<file path="src/rtl/mmm_pkg.sv">
// Shared types and constants for the matrix-matrix multiply core.
package mmm_pkg;

	// Default parameter values.
	localparam int MAX_DIM_DEF    = 8;
	localparam int ELEM_WIDTH_DEF = 16;

	// Fixed field widths.
	localparam int OPCODE_W    = 2;
	localparam int IDX_W       = 3;
	localparam int IN_ELEM_W   = 16;
	localparam int ELEM_MAX_W  = 32;
	localparam int DIM_W       = 4;
	localparam int CFG_IDX_W   = 2;
	localparam int SUM_W       = 32;

	// Dimension registers come out of reset at this value.
	localparam logic [DIM_W-1:0] DIM_RESET = 4'd8;

	// Queue depths between and behind the two halves.
	localparam int CMD_DEPTH   = 2;
	localparam int RES_DEPTH   = 4;
	localparam int RES_CNT_W   = $clog2(RES_DEPTH + 1);

	// Saturation limits of the result.
	localparam logic [SUM_W-1:0] SUM_MAX = 32'h7FFF_FFFF;
	localparam logic [SUM_W-1:0] SUM_MIN = 32'h8000_0000;

	// Input item opcodes.
	typedef enum logic [OPCODE_W-1:0] {
		OP_LOAD_A = 2'd0,
		OP_LOAD_B = 2'd1,
		OP_RUN    = 2'd2
	} opcode_t;

	// Configuration register indexes.
	typedef enum logic [CFG_IDX_W-1:0] {
		REG_ROWS_OF_FIRST  = 2'd0,
		REG_INNER_SIZE     = 2'd1,
		REG_COLS_OF_SECOND = 2'd2
	} cfg_reg_t;

	// Command kinds passed from the front end to the back end.
	typedef enum logic [1:0] {
		CMD_LOAD_A,
		CMD_LOAD_B,
		CMD_RUN
	} cmd_kind_t;

	// One decoded command.
	typedef struct packed {
		cmd_kind_t                kind;
		logic [IDX_W-1:0]         row;
		logic [IDX_W-1:0]         col;
		logic [ELEM_MAX_W-1:0]    elem;
		logic [DIM_W-1:0]         dim_m;
		logic [DIM_W-1:0]         dim_k;
		logic [DIM_W-1:0]         dim_n;
	} cmd_t;

	// One result element.
	typedef struct packed {
		logic [IDX_W-1:0] row;
		logic [IDX_W-1:0] col;
		logic [SUM_W-1:0] sum;
		logic             sat;
		logic             last;
	} result_t;

	// Back-end sequencer states.
	typedef enum logic {
		BACK_IDLE,
		BACK_RUN
	} back_state_t;

endpackage

</file>
<file path="src/rtl/mmm_fifo.sv">
// Small first-in first-out queue of generic entries with an occupancy count.
module mmm_fifo #(
	parameter type T     = logic,
	parameter int  DEPTH = 2
) (
	input  logic                         clk,
	input  logic                         arst_n,
	input  logic                         push,
	input  T                             wdata,
	output logic                         full,
	input  logic                         pop,
	output T                             rdata,
	output logic                         empty,
	output logic [$clog2(DEPTH+1)-1:0]   count
);

	localparam int PTR_W = (DEPTH > 1) ? $clog2(DEPTH) : 1;
	localparam int CNT_W = $clog2(DEPTH + 1);

	T                 entries_q [DEPTH];
	logic [PTR_W-1:0] wptr_q;
	logic [PTR_W-1:0] rptr_q;
	logic [CNT_W-1:0] count_q;
	logic             do_push;
	logic             do_pop;

	// A transaction only happens on the side that has room or data.
	assign do_push = push && !full;
	assign do_pop  = pop && !empty;
	assign full    = (count_q == CNT_W'(DEPTH));
	assign empty   = (count_q == '0);
	assign count   = count_q;
	assign rdata   = entries_q[rptr_q];

	// Pointers and occupancy.
	always_ff @(posedge clk or negedge arst_n) begin
		if (!arst_n) begin
			wptr_q  <= '0;
			rptr_q  <= '0;
			count_q <= '0;
		end else begin
			if (do_push) begin
				wptr_q <= (wptr_q == PTR_W'(DEPTH - 1)) ? '0 : wptr_q + PTR_W'(1);
			end
			if (do_pop) begin
				rptr_q <= (rptr_q == PTR_W'(DEPTH - 1)) ? '0 : rptr_q + PTR_W'(1);
			end
			if (do_push && !do_pop) begin
				count_q <= count_q + CNT_W'(1);
			end else if (do_pop && !do_push) begin
				count_q <= count_q - CNT_W'(1);
			end
		end
	end

	// Entry storage.
	always_ff @(posedge clk) begin
		if (do_push) begin
			entries_q[wptr_q] <= wdata;
		end
	end

endmodule

</file>
<file path="src/rtl/mmm_front.sv">
// Front end: holds the dimension registers and decodes input items into commands.
module mmm_front #(
	parameter int MAX_DIM = mmm_pkg::MAX_DIM_DEF
) (
	input  logic                              clk,
	input  logic                              arst_n,
	// Input channel.
	input  logic                              push,
	output logic                              full,
	input  logic [mmm_pkg::OPCODE_W-1:0]      opcode,
	input  logic [mmm_pkg::IDX_W-1:0]         row_index,
	input  logic [mmm_pkg::IDX_W-1:0]         col_index,
	input  logic signed [mmm_pkg::IN_ELEM_W-1:0] element_value,
	// Configuration writes.
	input  logic                              wr_en,
	input  logic [mmm_pkg::CFG_IDX_W-1:0]     wr_index,
	input  logic [mmm_pkg::DIM_W-1:0]         wr_data,
	// Command queue.
	input  logic                              cmd_full,
	output logic                              cmd_push,
	output mmm_pkg::cmd_t                     cmd_data
);

	localparam int IDX_W = mmm_pkg::IDX_W;
	localparam int DIM_W = mmm_pkg::DIM_W;

	logic [DIM_W-1:0] rows_q;
	logic [DIM_W-1:0] inner_q;
	logic [DIM_W-1:0] cols_q;
	logic             accept;
	logic             in_range;

	// A zero dimension acts as one, any value above the array size as the array size.
	function automatic logic [DIM_W-1:0] eff_dim(input logic [DIM_W-1:0] r);
		logic [DIM_W-1:0] v;
		v = r;
		if (r == '0) begin
			v = DIM_W'(1);
		end else if (r > DIM_W'(MAX_DIM)) begin
			v = DIM_W'(MAX_DIM);
		end
		return v;
	endfunction

	// Dimension registers.
	always_ff @(posedge clk or negedge arst_n) begin
		if (!arst_n) begin
			rows_q  <= mmm_pkg::DIM_RESET;
			inner_q <= mmm_pkg::DIM_RESET;
			cols_q  <= mmm_pkg::DIM_RESET;
		end else if (wr_en) begin
			case (mmm_pkg::cfg_reg_t'(wr_index))
				mmm_pkg::REG_ROWS_OF_FIRST:  rows_q  <= wr_data;
				mmm_pkg::REG_INNER_SIZE:     inner_q <= wr_data;
				mmm_pkg::REG_COLS_OF_SECOND: cols_q  <= wr_data;
				default: ;
			endcase
		end
	end

	assign full   = cmd_full;
	assign accept = push && !cmd_full;

	// Loads outside the stored array are dropped.
	assign in_range = ({1'b0, row_index} < (IDX_W+1)'(MAX_DIM))
		&& ({1'b0, col_index} < (IDX_W+1)'(MAX_DIM));

	// Classify the transaction and build the command for the back end.
	always_comb begin
		cmd_push       = 1'b0;
		cmd_data.kind  = mmm_pkg::CMD_RUN;
		cmd_data.row   = row_index;
		cmd_data.col   = col_index;
		cmd_data.elem  = {{(mmm_pkg::ELEM_MAX_W - mmm_pkg::IN_ELEM_W)
			{element_value[mmm_pkg::IN_ELEM_W-1]}}, element_value};
		cmd_data.dim_m = eff_dim(rows_q);
		cmd_data.dim_k = eff_dim(inner_q);
		cmd_data.dim_n = eff_dim(cols_q);
		case (mmm_pkg::opcode_t'(opcode))
			mmm_pkg::OP_LOAD_A: begin
				cmd_data.kind = mmm_pkg::CMD_LOAD_A;
				cmd_push      = accept && in_range;
			end
			mmm_pkg::OP_LOAD_B: begin
				cmd_data.kind = mmm_pkg::CMD_LOAD_B;
				cmd_push      = accept && in_range;
			end
			mmm_pkg::OP_RUN: begin
				cmd_data.kind = mmm_pkg::CMD_RUN;
				cmd_push      = accept;
			end
			default: cmd_push = 1'b0;
		endcase
	end

endmodule

</file>
<file path="src/rtl/mmm_back.sv">
// Back end: element stores, product-sum sequencer and multiply-accumulate pipeline.
module mmm_back #(
	parameter int MAX_DIM    = mmm_pkg::MAX_DIM_DEF,
	parameter int ELEM_WIDTH = mmm_pkg::ELEM_WIDTH_DEF
) (
	input  logic                           clk,
	input  logic                           arst_n,
	// Command queue.
	input  logic                           cmd_empty,
	input  mmm_pkg::cmd_t                  cmd_head,
	output logic                           cmd_pop,
	// Result queue.
	input  logic [mmm_pkg::RES_CNT_W-1:0]  res_count,
	output logic                           res_push,
	output mmm_pkg::result_t               res_data
);

	localparam int IDX_W   = mmm_pkg::IDX_W;
	localparam int DIM_W   = mmm_pkg::DIM_W;
	localparam int SUM_W   = mmm_pkg::SUM_W;
	localparam int CNT_W   = mmm_pkg::RES_CNT_W;
	localparam int DEPTH   = MAX_DIM * MAX_DIM;
	localparam int ADDR_W  = (DEPTH > 1) ? $clog2(DEPTH) : 1;
	localparam int PROD_W  = 2 * ELEM_WIDTH;
	localparam int ACC_RAW = PROD_W + $clog2(MAX_DIM) + 1;
	localparam int ACC_W   = (ACC_RAW > SUM_W + 1) ? ACC_RAW : SUM_W + 1;

	// Element stores.
	logic signed [ELEM_WIDTH-1:0] mem_a [DEPTH];
	logic signed [ELEM_WIDTH-1:0] mem_b [DEPTH];

	mmm_pkg::back_state_t state_q, state_d;

	logic [IDX_W-1:0] i_q, j_q, k_q;
	logic [DIM_W-1:0] m_q, kd_q, n_q;
	logic [CNT_W-1:0] inflight_q;

	logic              run_start;
	logic              issue;
	logic              k_last, j_last, i_last;
	logic              elem_done, run_done;
	logic [ADDR_W-1:0] wr_addr, rd_addr_a, rd_addr_b;
	logic [CNT_W:0]    credit_used;

	// Stage 1: read data.
	logic                         valid_s1, first_s1, last_s1, end_s1;
	logic [IDX_W-1:0]             row_s1, col_s1;
	logic signed [ELEM_WIDTH-1:0] a_s1, b_s1;
	// Stage 2: product.
	logic                         valid_s2, first_s2, last_s2, end_s2;
	logic [IDX_W-1:0]             row_s2, col_s2;
	logic signed [PROD_W-1:0]     prod_s2;
	// Stage 3: finished sum in the accumulator.
	logic                         valid_s3, end_s3;
	logic [IDX_W-1:0]             row_s3, col_s3;
	logic signed [ACC_W-1:0]      acc_q;
	logic signed [ACC_W-1:0]      acc_next;
	logic [ACC_W-SUM_W:0]         acc_top;
	logic                         acc_fits;

	// Loop end conditions.
	assign k_last = ((DIM_W'(k_q) + DIM_W'(1)) == kd_q);
	assign j_last = ((DIM_W'(j_q) + DIM_W'(1)) == n_q);
	assign i_last = ((DIM_W'(i_q) + DIM_W'(1)) == m_q);

	// A new result element starts only when the result queue has room for it.
	assign credit_used = (CNT_W+1)'(res_count) + (CNT_W+1)'(inflight_q);
	assign issue = (state_q == mmm_pkg::BACK_RUN)
		&& ((k_q != '0) || (credit_used < (CNT_W+1)'(mmm_pkg::RES_DEPTH)));
	assign elem_done = issue && k_last;
	assign run_done  = elem_done && j_last && i_last;

	assign wr_addr   = ADDR_W'(cmd_head.row * MAX_DIM + cmd_head.col);
	assign rd_addr_a = ADDR_W'(i_q * MAX_DIM + k_q);
	assign rd_addr_b = ADDR_W'(k_q * MAX_DIM + j_q);

	// Sequencer state register.
	always_ff @(posedge clk or negedge arst_n) begin
		if (!arst_n) begin
			state_q <= mmm_pkg::BACK_IDLE;
		end else begin
			state_q <= state_d;
		end
	end

	// Next state: a load is taken while idle, a run stays until its last product.
	always_comb begin
		state_d   = state_q;
		cmd_pop   = 1'b0;
		run_start = 1'b0;
		case (state_q)
			mmm_pkg::BACK_IDLE: begin
				cmd_pop = !cmd_empty;
				if (!cmd_empty && cmd_head.kind == mmm_pkg::CMD_RUN) begin
					run_start = 1'b1;
					state_d   = mmm_pkg::BACK_RUN;
				end
			end
			mmm_pkg::BACK_RUN: begin
				if (run_done) begin
					state_d = mmm_pkg::BACK_IDLE;
				end
			end
			default: state_d = mmm_pkg::BACK_IDLE;
		endcase
	end

	// Row, column and inner loop counters.
	always_ff @(posedge clk or negedge arst_n) begin
		if (!arst_n) begin
			i_q  <= '0;
			j_q  <= '0;
			k_q  <= '0;
			m_q  <= mmm_pkg::DIM_RESET;
			kd_q <= mmm_pkg::DIM_RESET;
			n_q  <= mmm_pkg::DIM_RESET;
		end else if (run_start) begin
			i_q  <= '0;
			j_q  <= '0;
			k_q  <= '0;
			m_q  <= cmd_head.dim_m;
			kd_q <= cmd_head.dim_k;
			n_q  <= cmd_head.dim_n;
		end else if (issue) begin
			if (!k_last) begin
				k_q <= k_q + IDX_W'(1);
			end else begin
				k_q <= '0;
				if (!j_last) begin
					j_q <= j_q + IDX_W'(1);
				end else begin
					j_q <= '0;
					i_q <= i_q + IDX_W'(1);
				end
			end
		end
	end

	// Element stores: loads write, the sequencer reads one element of each.
	always_ff @(posedge clk) begin
		if (cmd_pop && cmd_head.kind == mmm_pkg::CMD_LOAD_A) begin
			mem_a[wr_addr] <= cmd_head.elem[ELEM_WIDTH-1:0];
		end
		if (cmd_pop && cmd_head.kind == mmm_pkg::CMD_LOAD_B) begin
			mem_b[wr_addr] <= cmd_head.elem[ELEM_WIDTH-1:0];
		end
		if (issue) begin
			a_s1 <= mem_a[rd_addr_a];
			b_s1 <= mem_b[rd_addr_b];
		end
	end

	// Running sum: the first product of an element restarts it.
	assign acc_next = (first_s2 ? '0 : acc_q)
		+ {{(ACC_W - PROD_W){prod_s2[PROD_W-1]}}, prod_s2};

	// Pipeline valid bits and the count of results not yet queued.
	always_ff @(posedge clk or negedge arst_n) begin
		if (!arst_n) begin
			valid_s1   <= 1'b0;
			valid_s2   <= 1'b0;
			valid_s3   <= 1'b0;
			inflight_q <= '0;
		end else begin
			valid_s1 <= issue;
			valid_s2 <= valid_s1;
			valid_s3 <= valid_s2 && last_s2;
			if (elem_done && !valid_s3) begin
				inflight_q <= inflight_q + CNT_W'(1);
			end else if (valid_s3 && !elem_done) begin
				inflight_q <= inflight_q - CNT_W'(1);
			end
		end
	end

	// Pipeline payload: tags, product and accumulator.
	always_ff @(posedge clk) begin
		if (issue) begin
			first_s1 <= (k_q == '0);
			last_s1  <= k_last;
			end_s1   <= run_done;
			row_s1   <= i_q;
			col_s1   <= j_q;
		end
		if (valid_s1) begin
			first_s2 <= first_s1;
			last_s2  <= last_s1;
			end_s2   <= end_s1;
			row_s2   <= row_s1;
			col_s2   <= col_s1;
			prod_s2  <= a_s1 * b_s1;
		end
		if (valid_s2) begin
			acc_q  <= acc_next;
			end_s3 <= end_s2;
			row_s3 <= row_s2;
			col_s3 <= col_s2;
		end
	end

	// Saturate the finished sum to the 32-bit result.
	assign acc_top  = acc_q[ACC_W-1:SUM_W-1];
	assign acc_fits = (&acc_top) || (~|acc_top);

	always_comb begin
		res_push      = valid_s3;
		res_data.row  = row_s3;
		res_data.col  = col_s3;
		res_data.last = end_s3;
		res_data.sat  = !acc_fits;
		if (acc_fits) begin
			res_data.sum = acc_q[SUM_W-1:0];
		end else if (acc_q[ACC_W-1]) begin
			res_data.sum = mmm_pkg::SUM_MIN;
		end else begin
			res_data.sum = mmm_pkg::SUM_MAX;
		end
	end

endmodule

</file>
<file path="src/rtl/matrix_matrix_multiply_core.sv">
// Top level of the matrix-matrix multiply core: front end, queues and back end.
//
// Usage: the input side is a queue. Present an item with push; it is taken at a
// rising edge where push is high and full is low. Opcode 0 loads one element of
// matrix A, opcode 1 one element of matrix B, both at row_index/col_index.
// Opcode 2 runs C = A * B with the current dimension registers and emits
// M*N results in row-major order; the final one carries last.
// The result side is also a queue: while empty is low the oldest result is on
// out_row, out_col, product_sum, saturated and last; pop takes it.
// Dimension registers are written through wr_en, wr_index and wr_data while
// the core is idle; a run captures them when it is accepted.
// A load is written to its element store as it leaves the command queue; a run
// leaves the queue, then issues its M*N*K multiply-accumulates to a single
// multiplier, each through the read, product and accumulator registers. A
// two-entry command queue lets the front end accept items during a run.
// Stalls: results wait in a four-entry queue; when it holds four (counting sums
// still in the pipeline) the sequencer pauses before the next result element.
// Reset clears the queues and the sequencer and sets all dimensions to 8; the
// element stores keep no reset value and must be loaded before use.
module matrix_matrix_multiply_core #(
	parameter int MAX_DIM    = mmm_pkg::MAX_DIM_DEF,
	parameter int ELEM_WIDTH = mmm_pkg::ELEM_WIDTH_DEF
) (
	input  logic                                 clk,
	input  logic                                 arst_n,
	// Input channel.
	input  logic                                 push,
	output logic                                 full,
	input  logic [mmm_pkg::OPCODE_W-1:0]         opcode,
	input  logic [mmm_pkg::IDX_W-1:0]            row_index,
	input  logic [mmm_pkg::IDX_W-1:0]            col_index,
	input  logic signed [mmm_pkg::IN_ELEM_W-1:0] element_value,
	// Configuration port.
	input  logic                                 wr_en,
	input  logic [mmm_pkg::CFG_IDX_W-1:0]        wr_index,
	input  logic [mmm_pkg::DIM_W-1:0]            wr_data,
	// Result channel.
	output logic                                 empty,
	input  logic                                 pop,
	output logic [mmm_pkg::IDX_W-1:0]            out_row,
	output logic [mmm_pkg::IDX_W-1:0]            out_col,
	output logic signed [mmm_pkg::SUM_W-1:0]     product_sum,
	output logic                                 saturated,
	output logic                                 last
);

	logic                          cmd_full;
	logic                          cmd_push;
	logic                          cmd_empty;
	logic                          cmd_pop;
	mmm_pkg::cmd_t                 cmd_in;
	mmm_pkg::cmd_t                 cmd_head;
	logic                          res_push;
	logic [mmm_pkg::RES_CNT_W-1:0] res_count;
	mmm_pkg::result_t              res_in;
	mmm_pkg::result_t              res_head;

	// Decode and dimension registers.
	mmm_front #(
		.MAX_DIM (MAX_DIM)
	) u_front (
		.clk           (clk),
		.arst_n        (arst_n),
		.push          (push),
		.full          (full),
		.opcode        (opcode),
		.row_index     (row_index),
		.col_index     (col_index),
		.element_value (element_value),
		.wr_en         (wr_en),
		.wr_index      (wr_index),
		.wr_data       (wr_data),
		.cmd_full      (cmd_full),
		.cmd_push      (cmd_push),
		.cmd_data      (cmd_in)
	);

	// Command queue between the front and back ends.
	mmm_fifo #(
		.T     (mmm_pkg::cmd_t),
		.DEPTH (mmm_pkg::CMD_DEPTH)
	) u_cmd_fifo (
		.clk    (clk),
		.arst_n (arst_n),
		.push   (cmd_push),
		.wdata  (cmd_in),
		.full   (cmd_full),
		.pop    (cmd_pop),
		.rdata  (cmd_head),
		.empty  (cmd_empty),
		.count  ()
	);

	// Element stores and multiply-accumulate pipeline.
	mmm_back #(
		.MAX_DIM    (MAX_DIM),
		.ELEM_WIDTH (ELEM_WIDTH)
	) u_back (
		.clk       (clk),
		.arst_n    (arst_n),
		.cmd_empty (cmd_empty),
		.cmd_head  (cmd_head),
		.cmd_pop   (cmd_pop),
		.res_count (res_count),
		.res_push  (res_push),
		.res_data  (res_in)
	);

	// Result queue toward the receiver.
	mmm_fifo #(
		.T     (mmm_pkg::result_t),
		.DEPTH (mmm_pkg::RES_DEPTH)
	) u_res_fifo (
		.clk    (clk),
		.arst_n (arst_n),
		.push   (res_push),
		.wdata  (res_in),
		.full   (),
		.pop    (pop),
		.rdata  (res_head),
		.empty  (empty),
		.count  (res_count)
	);

	assign out_row     = res_head.row;
	assign out_col     = res_head.col;
	assign product_sum = res_head.sum;
	assign saturated   = res_head.sat;
	assign last        = res_head.last;

endmodule

</file>
<file path="config.mk">
export PLATFORM = sky130hd
export DESIGN_NAME = matrix_matrix_multiply_core
export DESIGN_NICKNAME = d
export VERILOG_FILES = /design/src/rtl/mmm_pkg.sv /design/src/rtl/mmm_fifo.sv /design/src/rtl/mmm_front.sv /design/src/rtl/mmm_back.sv /design/src/rtl/matrix_matrix_multiply_core.sv
export SDC_FILE = /design/constraint.sdc
export NUM_CORES = 2
export LEC_CHECK = 0
export BUFFER_PORTS_ARGS = -buffer_cell sky130_fd_sc_hd__buf_2
export CAP_MARGIN = 20
export CORE_UTILIZATION = 40
export CTS_BUF_LIST = sky130_fd_sc_hd__clkbuf_4 sky130_fd_sc_hd__clkbuf_8
export DETAILED_ROUTE_END_ITERATION = 12
export PLACE_DENSITY_LB_ADDON = 0.05
export SKIP_CTS_REPAIR_TIMING = 1
export SYNTH_ARGS = -nofsm -noshare
export SYNTH_HDL_FRONTEND = slang
export SYNTH_SLANG_ARGS = --single-unit
</file>
<file path="constraint.sdc">
create_clock -name clk -period 8.2 [get_ports clk]
set_clock_uncertainty 0.1 [all_clocks]
set_input_delay 1.64 -clock clk [delete_from_list [all_inputs] [get_ports clk]]
set_output_delay 1.64 -clock clk [all_outputs]
set_load 0.01 [all_outputs]
</file>
# Yosys cells after proc, flatten, opt, wreduce, memory -nomap -nowiden
# Memory sizes are Yosys's and may differ from the RTL's. A register that Yosys moved wholly into a read port is not among the register bits.
# Cells that the tools add are included.
[totals]
elab_cells = 181
output_inout_bits = 42
regBits = 144
memories = 4
ram_bits = 2312
[classes]
reduce_logical = 57
n_bitwise = 1
add_sub_neg = 21
magnitude_cmp = 4
n_mux = 45
eq_ne = 13
multipliers = 1
[mem_list]
columns = ["memory", "words", "width", "rd", "rd_ports_with_merged_regs", "write_ports", "line", "source"]
rows = [
  ["u_back.mem_a", 64, 16, 1, 1, 1, "mmm_back.sv:29", "logic signed [ELEM_WIDTH-1:0] mem_a [DEPTH];"],
  ["u_back.mem_b", 64, 16, 1, 1, 1, "mmm_back.sv:30", "logic signed [ELEM_WIDTH-1:0] mem_b [DEPTH];"],
  ["u_res_fifo.entries_q", 4, 40, 1, 0, 1, "mmm_fifo.sv:20", "T entries_q [DEPTH];"],
  ["u_cmd_fifo.entries_q", 2, 52, 1, 0, 1, "mmm_fifo.sv:20", ""],
]
[ops]
columns = ["operator", "count"]
rows = [
  ["32-bit two-way mux", 2],
  ["3-bit two-way mux", 15],
  ["36-bit adder", 1],
  ["36-bit two-way mux", 1],
  ["16-bit by 16-bit multiplier with 32-bit output", 1],
  ["4-bit two-way mux", 6],
  ["1-bit logical AND", 19],
  ["6-bit by 3-bit adder with 6-bit output", 3],
  ["3-bit by 1-bit adder with 3-bit output (second input constant)", 5],
  ["1-bit two-way mux", 15],
  ["3-bit by 1-bit adder with 4-bit output (second input constant)", 3],
  ["2-bit equality test (second input constant)", 6],
  ["4-bit equality test", 3],
  ["4-bit greater-than comparator (second input constant)", 3],
  ["1-bit logical NOT", 12],
  ["4-bit logical NOT", 3],
  ["2-bit nonzero test", 6],
  ["2-bit logical NOT", 4],
  ["2-bit two-way mux", 4],
  ["2-bit AND reduction", 4],
  ["2-bit by 1-bit adder with 2-bit output (second input constant)", 3],
  ["2-bit by 1-bit equality test with 1-bit output (second input constant)", 3],
  ["3-bit logical NOT", 2],
  ["3-bit by 1-bit subtractor with 3-bit output (second input constant)", 2],
  ["other kinds (14)", 16],
]

# Depth between registers and ports, before layout
[logic_depth]
ltp_word = 9
ltp_mapped = 25
ltp_nobuf = 24

# Cells and area by module
# From an unflattened synthesis, not the netlist that was laid out.
[unflattened]
cells_unflattened = 5655
area_unflattened_um2 = 107011.4
[by_module_without_submodules]
columns = ["module", "seq_area_each_um2", "area_each_um2", "n_inst", "cells_each"]
rows = [
  ["mmm_back", 65957.0, 95691.8, 1, 5142],
  ["mmm_fifo at u_res_fifo", 4979.8, 6242.2, 1, 247],
  ["mmm_fifo at u_cmd_fifo", 3223.1, 4200.3, 1, 181],
  ["mmm_front", 304.0, 877.1, 1, 85],
]

# Worst setup path after synthesis
# OpenSTA, ideal clock, no wires.
[synth_path]
path_kind = "register -> register"
start = "register u_back.a_s1[15] (read register of u_back.mem_a)"
end = "register u_back.prod_s2[30], data pin"
setup_ps = 262
arrival_ps = 5894
setup_slack_ps = 1944
path_buffers = 1
required_ps = 7838
period_less_slack_ps = 6256
path_stages_with_launch = 24
cell_sequence = "edfxtp_1 clkbuf_1 nand2_1 inv_1 fa_1 inv_1 fa_1 inv_1 fa_1 fa_1 fa_1 inv_1 fa_1 inv_1 ha_1 nand3_1 nor2_1 a221oi_2 o41ai_4 a2111oi_0 nor2_1 a211oi_1 o21bai_1 xor2_1"
[synth_via]
elab_chain_cells = 1
[synth_lines]
columns = ["item", "line", "source"]
rows = [
  ["start: declaration", "mmm_back.sv:48", "logic signed [ELEM_WIDTH-1:0] a_s1, b_s1;"],
  ["16-bit by 16-bit multiplier with 32-bit output", "mmm_back.sv:191", "prod_s2 <= a_s1 * b_s1;"],
  ["end signal: assignment", "mmm_back.sv:191", ""],
  ["end: declaration", "mmm_back.sv:52", "logic signed [PROD_W-1:0] prod_s2;"],
]
# No other way between the ends.
# A chain may end at the register's enable or synchronous reset.

# Final worst setup path
[layout_path]
start = "register u_back.a_s1[10] (read register of u_back.mem_a)"
end = "register u_back.prod_s2[30], data pin"
# Same word-level chain as after synthesis.

==> impl_metrics.csv <==
group,metric,value,unit
outcome,outcome,"complete, no violations",
route,wire_per_inst,27.62,um
synthesis,synth_top_flop_cell,"edfxtp_1",
die,start_util,40.36,%
setup_path,r2r_end,"u_back.prod_s2[30]$_DFFE_PP_",
sta,rsz0062_at_grt,"no",
global_route,grt_max_degree,104,
placed_design,place.gp.congestion,0.7743,
cells_and_area,nNetsFinal,6470,
flow_run,maxCapViolCount,0,
sta,setup_violations,0,
synthesis,syn-num-nets,6043,
setup_path,rr_worst_depth,18,
synthesis,synth-seq-cells,2456,
synthesis,synth_edf_count,2405,
setup_path,path_max_fanout,16,
placed_design,port_buffers,76,
synthesis,synth_warnings,0,
sta,worst_pin_slew,1.157,ns
sta,setup_tns,0,ns
route,drt-vias-per-instance,5.340,
clock_network,numCtsBuffers,414,
placed_design,dp_hpwl,164500,um
synthesis,syn_inst,5612,
min_path,holdPathEnd,"u_back.col_s3[2]$_DFFE_PP_",
synthesis,synthArstFlopShare,2.077,%
clock_network,root_buffer,"clkbuf_8",
synthesis,netlist_top_cells_count,"edfxtp_1, mux4_2, inv_1",
route,post-route-drc-count,0,
clock_network,cts_tree,"yes",
die,dieArea,265100,um^2
global_route,first_global_vias,55120,
clock_network,clk_latency,1.05,ns
clock_network,cts.clk_slew.worst_paths,0.06,ns
setup_path,r2r_start,"u_back.a_s1[10]$_DFFE_PP_",
sta,slew_headroom,22.87,%
setup_path,endpoint_kind,"flip-flop",
setup_path,critical_path_class,"flip-flop to flip-flop",
min_path,min_from,"u_back.col_s2[2]$_DFFE_PP_",
die,die_h,514.8,um
route,vias,52630,
clock_network,clockBufferDepth,4,
synthesis,syn_area,105200,um^2
cells_and_area,fin_cells,9856,
placed_design,dp.cells,9116,
die,die_w,514.8,um
sta,report.final.slew_viol_count,0,
synthesis,synthDistinctLibCells,66,
cells_and_area,drive_gt1_share,23.87,%
die,ios,77,
synthesis,synth_largest_area_cell,"edfxtp_1",
die,coreArea,260600,um^2
clock_network,numClockSinks,2456,
setup_path,crit_arrival,7.62,ns
global_route,track_usage,20.63,%
setup_path,cp_data_required_time,8.87,ns
min_path,hp-class,"flip-flop to flip-flop",
sta,fin_crit_sh,84.84,%
synthesis,ys_seq_area_share,69.87,%
route,drtIter0Drc,4148,
synthesis,synth.area.top_cells,"edfxtp_1, mux4_2, fa_1",
synthesis,yosysMostFrequentCell,"edfxtp_1",
setup_path,worst-r2r-setup-slack,1.24,ns
clock_network,htree_levels,5,
die,fp-row-count,187,
global_route,grt_pass1_wl,396900,um
global_route,grt_remaining_overflow,0,
sta,clock.fmax,0.1437,GHz
cells_and_area,area_delta_synth_final,12.88,%
synthesis,synth_top_area_share,68.65,%
synthesis,avgSynthCellArea,18.75,um^2
sta,fin_ws,1.243,ns
setup_path,start_kind,"flip-flop",
route,dr.pass1.iters,7,
route,antenna_left,0,
min_path,holdPathStages,0,
sta,post-route-min-period,6.957,ns
sta,hold_violations,0,
global_route,antenna_found_initial,12,
placed_design,dp_slack,1.127,ns
route,routed_wl,272300,um
-- worst max path at each step --
stage                                    startpoint                      endpoint  slack [ns]  depth (start not counted)
after floorplan           u_back.a_s1[15]$_DFFE_PP_  u_back.prod_s2[30]$_DFFE_PP_        1.94                         23
after global placement     u_back.a_s1[9]$_DFFE_PP_  u_back.prod_s2[30]$_DFFE_PP_        1.17                         21
after detailed placement   u_back.a_s1[9]$_DFFE_PP_  u_back.prod_s2[30]$_DFFE_PP_        1.13                         21
after CTS                  u_back.a_s1[9]$_DFFE_PP_  u_back.prod_s2[30]$_DFFE_PP_        1.14                         21
after global routing      u_back.a_s1[10]$_DFFE_PP_  u_back.prod_s2[30]$_DFFE_PP_        0.80                         18
final                     u_back.a_s1[10]$_DFFE_PP_  u_back.prod_s2[30]$_DFFE_PP_        1.24                         18
-- logic make-up (layout without fill, tap and decap cells) --
| family | Yosys count | after routing | synth area share [%] |
|---|---|---|---|
| compound gates | 509 | 509 | 3.503 |
| xor+xnor | 87 | 87 | 0.7243 |
| buf+inv | 590 | 1333 | 2.190 |
| mux | 811 | 811 | 13.75 |
| other cells | 0 | 5 | 0 |
| simple gates | 763 | 763 | 3.366 |
| flops | 2456 | 2456 | 69.87 |
| fa+ha+maj | 396 | 396 | 6.601 |
-- per-layer routing --
| layer | wire length, um | vias to the layer above | GRT usage, % |
|---|---|---|---|
| li1 | - | 22980 | - |
| met1 | 126500 | 27910 | 30.14 |
| met2 | 126300 | 1339 | 32.32 |
| met3 | 13580 | 399 | 3.200 |
| met4 | 5873 | 6 | 5.149 |
| met5 | 40 | - | 0 |
-- critical path, stage by stage (launching register included) --
cell and delay [ns]:
edfxtp_1 0.80, nand2_1 0.17, fa_1 0.53, fa_1 0.59
fa_1 0.46, fa_1 0.54, inv_1 0.05, fa_1 0.49
fa_1 0.41, ha_1 0.39, a21oi_1 0.17, o21ai_0 0.20
a221oi_2 0.38, o41ai_4 0.18, a2111oi_0 0.53, nor2_1 0.19
a211oi_1 0.26, o21bai_1 0.11, xor2_1 0.15
-- final cells by class --
cell class	instances	area, um^2
Multi-Input combinational cell	2566	29600
Tap cell	3496	4374
Antenna cell	5	12.51
Fill cell	22590	141900
Clock inverter	158	943.4
Timing Repair Buffer	276	2106
Inverter	325	1221
Sequential cell	2456	73530
Clock buffer	574	6968
-- registers in the layout (all words and copies together) (netlist names), 4 cells and up --
register	cells
u_back.mem_a	1024
u_back.mem_b	1024
u_res_fifo.entries_q	160
u_cmd_fifo.entries_q	72
u_back.acc_q	36
u_back.prod_s2	32
u_back.a_s1	16
u_back.b_s1	16
u_back.kd_q	4
u_back.m_q	4
u_back.n_q	4
u_front.cols_q	4
u_front.inner_q	4
u_front.rows_q	4
-- cells in the final DEF (no fill, tap or decap), types with 75 or more instances in the layout --
cell type and count:
edfxtp_1 2405, ha_1 131, buf_4 183, nor2_1 176, mux4_2 504, and2_1 123, nand2_1 274, inv_1 324
mux2i_1 274, clkbuf_8 426, buf_2 75, clkbuf_4 149, o221ai_1 155, a21oi_1 94, fa_1 265, clkinv_1 99
-- per-stage QoR --
step	utilization, %	hold WS, ns	area [um^2]
after global routing	45.56	0.2975	118700
final	45.56	0.2913	118800
after detailed placement	42.51	0.3045	110800
after global placement	42.46	0.3030	110700
after CTS	45.54	0.2624	118700
after floorplan	-	0.3003	105200
Power is left out: the tool's default activity adds up to more than one toggle a clock period on the data nets, which glitch-free logic cannot reach.
